<file path="config.mk">
export PLATFORM = sky130hd
export DESIGN_NAME = ptbm_ctrl
export DESIGN_NICKNAME = d
export VERILOG_FILES = /design/src/sv/ptbm_pkg.sv /design/src/sv/ptbm_ctrl.sv
export SDC_FILE = /design/constraint.sdc
export NUM_CORES = 1
export LEC_CHECK = 0
export ABC_AREA = 0
export BUFFER_PORTS_ARGS = -buffer_cell sky130_fd_sc_hd__buf_2
export CORE_UTILIZATION = 35
export CTS_CLUSTER_SIZE = 14
export DETAILED_ROUTE_END_ITERATION = 7
export PLACE_DENSITY = 0.67
export SLEW_MARGIN = 20
export SYNTH_ARGS = -nofsm -noshare
export SYNTH_HDL_FRONTEND = slang
export SYNTH_SLANG_ARGS = --single-unit
</file>
<file path="constraint.sdc">
create_clock -name clk -period 3.22 [get_ports clk]
set_input_delay 0.966 -clock clk [delete_from_list [all_inputs] [get_ports clk]]
set_output_delay 0.966 -clock clk [all_outputs]
set_load 0.05 [all_outputs]
</file>
<file path="src/sv/ptbm_pkg.sv">
// ----------------------------------------------------------------------------
// ptbm_pkg
// shared constants, codes and control types of the 2M block table mapper
// ----------------------------------------------------------------------------
package ptbm_pkg;

  localparam int NUM_PAGES = 32;
  localparam int SLOTS     = 512;
  localparam int MAX_RUN   = 512;

  localparam int SLOT_W  = $clog2(SLOTS);
  localparam int PAGE_W  = $clog2(NUM_PAGES);
  localparam int ADDR_W  = PAGE_W + SLOT_W;
  localparam int PAGES_W = $clog2(NUM_PAGES + 1);
  localparam int CNT_W   = 10;
  localparam int VA_W    = 48;
  localparam int OA_W    = 36;

  localparam logic [63:0]   ATTR_MASK = 64'hfff0_0000_0000_0ffc;
  localparam logic [VA_W-1:0] STEP_2M = 48'h0000_0020_0000;

  typedef enum logic [0:0] {
    CMD_MAP  = 1'b0,
    CMD_READ = 1'b1
  } cmd_code_t;

  typedef enum logic [2:0] {
    SC_OK          = 3'd0,
    SC_VA_MISALIGN = 3'd1,
    SC_PA_MISALIGN = 3'd2,
    SC_NO_PAGE     = 3'd3,
    SC_CONFLICT    = 3'd4
  } stat_code_t;

  typedef enum logic [3:0] {
    ST_RST_CLR,
    ST_IDLE,
    ST_DISPATCH,
    ST_RD_DATA,
    ST_WALK_RD,
    ST_WALK_CHK,
    ST_ALLOC_CLR,
    ST_ALLOC_LINK,
    ST_BLK_WR,
    ST_FINISH
  } state_t;

  typedef struct packed {
    logic       load;
    logic       rd_entry;
    logic       rd_walk;
    logic       alloc_start;
    logic       clr_wr;
    logic       link_wr;
    logic       descend_rd;
    logic       descend_link;
    logic       blk_wr;
    logic       set_status;
    stat_code_t code;
    logic       set_read_data;
    logic       out_load;
  } ptbm_cmd_t;

  typedef struct packed {
    logic is_read;
    logic va_mis;
    logic pa_mis;
    logic run_empty;
    logic ent_valid;
    logic ent_table;
    logic next_ok;
    logic at_level1;
    logic store_full;
    logic clr_last;
    logic run_last;
    logic out_free;
  } ptbm_stat_t;

endpackage

</file>
<file path="src/sv/ptbm_ctrl.sv">
// ----------------------------------------------------------------------------
// ptbm_ctrl
// sequencer for reset clear, entry reads, table walks, page allocation, block writes
// ----------------------------------------------------------------------------
module ptbm_ctrl import ptbm_pkg::*; (
  input  logic       clk,
  input  logic       rst,
  input  logic       req_valid,
  output logic       req_ready,
  input  ptbm_stat_t stat,
  output ptbm_cmd_t  cmd
);

  state_t state;
  state_t state_next;

  always_ff @(posedge clk) begin
    if (rst) begin
      state <= ST_RST_CLR;
    end else begin
      state <= state_next;
    end
  end

  always_comb begin
    state_next = state;
    cmd        = '0;
    cmd.code   = SC_OK;
    req_ready  = 1'b0;
    case (state)
      ST_RST_CLR: begin
        cmd.clr_wr = 1'b1;
        if (stat.clr_last) begin
          state_next = ST_IDLE;
        end
      end
      ST_IDLE: begin
        req_ready = 1'b1;
        if (req_valid) begin
          cmd.load   = 1'b1;
          state_next = ST_DISPATCH;
        end
      end
      ST_DISPATCH: begin
        if (stat.is_read) begin
          cmd.rd_entry = 1'b1;
          state_next   = ST_RD_DATA;
        end else if (stat.va_mis) begin
          cmd.set_status = 1'b1;
          cmd.code       = SC_VA_MISALIGN;
          state_next     = ST_FINISH;
        end else if (stat.pa_mis) begin
          cmd.set_status = 1'b1;
          cmd.code       = SC_PA_MISALIGN;
          state_next     = ST_FINISH;
        end else if (stat.run_empty) begin
          state_next = ST_FINISH;
        end else begin
          state_next = ST_WALK_RD;
        end
      end
      ST_RD_DATA: begin
        cmd.set_read_data = 1'b1;
        state_next        = ST_FINISH;
      end
      ST_WALK_RD: begin
        cmd.rd_walk = 1'b1;
        state_next  = ST_WALK_CHK;
      end
      ST_WALK_CHK: begin
        if (!stat.ent_valid) begin
          if (stat.store_full) begin
            cmd.set_status = 1'b1;
            cmd.code       = SC_NO_PAGE;
            state_next     = ST_FINISH;
          end else begin
            cmd.alloc_start = 1'b1;
            state_next      = ST_ALLOC_CLR;
          end
        end else if (!stat.ent_table || !stat.next_ok) begin
          cmd.set_status = 1'b1;
          cmd.code       = SC_CONFLICT;
          state_next     = ST_FINISH;
        end else begin
          cmd.descend_rd = 1'b1;
          state_next     = stat.at_level1 ? ST_BLK_WR : ST_WALK_RD;
        end
      end
      ST_ALLOC_CLR: begin
        cmd.clr_wr = 1'b1;
        if (stat.clr_last) begin
          state_next = ST_ALLOC_LINK;
        end
      end
      ST_ALLOC_LINK: begin
        cmd.link_wr      = 1'b1;
        cmd.descend_link = 1'b1;
        state_next       = stat.at_level1 ? ST_BLK_WR : ST_WALK_RD;
      end
      ST_BLK_WR: begin
        cmd.blk_wr = 1'b1;
        state_next = stat.run_last ? ST_FINISH : ST_WALK_RD;
      end
      ST_FINISH: begin
        if (stat.out_free) begin
          cmd.out_load = 1'b1;
          state_next   = ST_IDLE;
        end
      end
      default: begin
        state_next = ST_IDLE;
      end
    endcase
  end

endmodule

</file>
==> impl_results.md <==
- Netlist cell types: 35
- Slowest cell on the critical path: dfxtp_1
- Syn Std Cell Area: 558 um^2
- First-pass iteration count of the detailed router: 4
- Starting density of the core: 37.5%
- Top cell type by total area after synthesis: dfxtp_1
- Combinational share of power: 32.1%
- Most frequent CP cell: nand2b_1
- Crit-path leading delay family: flip-flops
- Synth cell count leaders: 8 x nand2_1, 8 x nor2_1, 7 x nor3_1
- Die width: 41.9 um
- Power density cells: 247 mW/mm^2
- Inserted Clock Buffers: 3
- Avg Cell Area, Syn: 6.98 um^2
- Fin Hold WS: 0.729 ns
- Pre-CTS setup slack: 0.334 ns
- Row count: 14
- Worst min path class: flop to flop
- Largest net degree at the start of global routing: 17
- Crit path cell chain: nand2b_1 > nor4_4 > o21ai_0 > nand2b_1 > buf_2
- Setup CP Type: flop to output port
- Cells after Synth: 80
- VDD IR-drop max: 0.139 mV
- Synth warnings: 0
- Core area: 0.00149 mm^2
- Final Hold Viols: 0
- Vias post-DR: 690
- # setup viols final: 0
- Largest register by flop count: state
- Final Skew: 0.00395 ns
- Headroom to the max-slew limit: 62.4%
- Fillers: 163
- Crit path max fanout: 16
- Regs by FF count: state x4
- Remaining DRCs: 0
- Clock transition at path regs: 0.04 ns
- Final instance area: 714 um^2
- Placed Area: 692 um^2
- Final HPWL DP: 1120 um
- FFs w/ async S/R, synth: 0%
- Total negative slack: 0 ns
- Sw frac: 35.1%
- Tot Pwr: 177 uW
- Sequential power share: 32.7%
- Port Buffers: 30
- CTS sink count: 4
- Total gr overflow: 0
- WP data arrival: 1.93 ns
- Number of flip-flops in the largest register: 4
- Initial antenna violation count: 0
- Final worst slack: 0.328 ns
- Post-Syn Nets: 95
- Top Ports: 31
- Final min period: 2.89 ns
- Internal power: 115 uW
- Net switching power figure: 62.0 uW
- #FFs+latches synth: 4
- Die Y: 41.9 um
- CP max stage delay: 0.67 ns
- Dominant synthesized flop cell: dfxtp_1
- DRT antenna net count: 0
- Hold buffers post-CTS: 0
- Status: finished clean
- Placer Congestion: 0.850
- Post-synth EDFFs: 0
- Leakage power: 0.000334 uW
- RSZ-0062 raised after global routing: false
- GRT Total Usage: 17.4%
- Yosys top cell area share: 14.3%
- Layout area overhead: 28.0%
- First-pass GRT wire length: 2440 um
- Clk root buf: clkbuf_4
- Drt first-iter violations: 18
- Least-Margin Pin Slew: 0.563 ns
- Cts repair resizes: 0
- Ant. Diodes: 0
- Clock buffer depth: 2
- Setup Fix Bufs, Post-CTS: 0
- Die area: 0.00176 mm^2
- Final Max Slew Viols: 0
- Avg WL per Cell: 11.9 um
- Fin nets: 125
- Max Fclk: 0.346 GHz
- WP data required: 2.25 ns
- CTS tree: yes
- Post-synthesis sequential area ratio: 14.3%
- Clock power frac: 35.1%
- Share of layout cells above drive strength 1: 36.1%
- Worst path bufs/invs: 1
- Number of global-route vias before repair: 555
- Register area: 80.1 um^2
- Final period utilization: 89.8%
- Vias per cell: 5.56
- Max Cap Violations: 0
- Startpoint Class: flop
- Area contributors post-synth: dfxtp_1 14%, nor3_1 6.3%, nand2_1 5.4%
- H-tree levels: 1
- Clk_lat worst skew: 0.24 ns
- Area of the multi-input gates: 427 um^2
- CP Capture Type: output port
- Post-Route WL: 1480 um
-- through the flow --
stage	std cells	utilization, %
5_1_grt	124	48.0
6_report	124	48.0
4_1_cts	124	48.0
3_5_place_dp	121	46.5
2_1_floorplan	80	-
3_3_place_gp	121	46.5
-- cells in the final DEF (no fill, tap or decap), drive strengths merged, types with 2 or more instances in the layout --
master / n
a21oi: 5
a31oi: 3
and3: 2
buf: 31
clkbuf: 3
dfxtp: 4
inv: 2
nand2: 8
nand2b: 5
nand3: 3
nand3b: 3
nor2: 8
nor2b: 2
nor3: 8
nor4: 2
o21ai: 4
or3: 2
-- power by group through the flow --
stage	sequential, uW	combinational [uW]	clock (uW)
2_1_floorplan	53.9	41.5	0
3_3_place_gp	58.7	56.3	0
3_5_place_dp	58.5	56.7	0
4_1_cts	57.8	56.8	64.2
5_1_grt	58.5	61.1	66.1
6_report	57.8	56.8	62.1
-- logic make-up (layout without fill, tap and decap cells) --
group                     count (synthesis)  in the layout  share of synthesized area, %
and+or+nand+nor                          48             48                          52.2
AOI/OAI and AO/OA                        19             19                          21.5
buffers and inverters                     8             36                          10.3
DFF                                       4              4                          14.4
xor gates and xnor gates                  1              1                          1.57
-- cell type report --
type                       count  share of cell area [%]
clock buffer                   3                    3.15
inverter                       2                    1.05
multi-input combinational     68                    59.7
sequential                     4                    11.2
tap                           16                    2.80
timing repair buffer          31                    22.1
-- final timing paths --
check                                        endpoint  depth (start not counted)  slack [ns]                   from
worst max-delay path                           cmd[5]                          5        0.33  state[1]$_SDFFE_PP0P_
worst min register to register  state[3]$_SDFFE_PP0P_                          2        0.73  state[0]$_SDFFE_PP0P_
worst min-delay path            state[3]$_SDFFE_PP0P_                          2        0.73  state[0]$_SDFFE_PP0P_
worst max register to register  state[2]$_SDFFE_PP0P_                          4        1.64  state[1]$_SDFFE_PP0P_
-- worst register-to-register path, cell delays in order, from the launching register on --
cell and delay (ns):
dfxtp_1 0.67, nand2b_1 0.23, nor4_4 0.29, a21oi_1 0.12, a31oi_1 0.20
-- metal layers --
metal / GRT usage (%) / vias up / share of wire (%)
met3: 3.91 / 0 / 7.8
met4: 3.87 / 0 / 0
met2: 27.5 / 38 / 43
met1: 24.1 / 309 / 49
li1: - / 343 / -
met5: 0 / - / 0
Note: power is estimated with default switching activity, not from simulation.
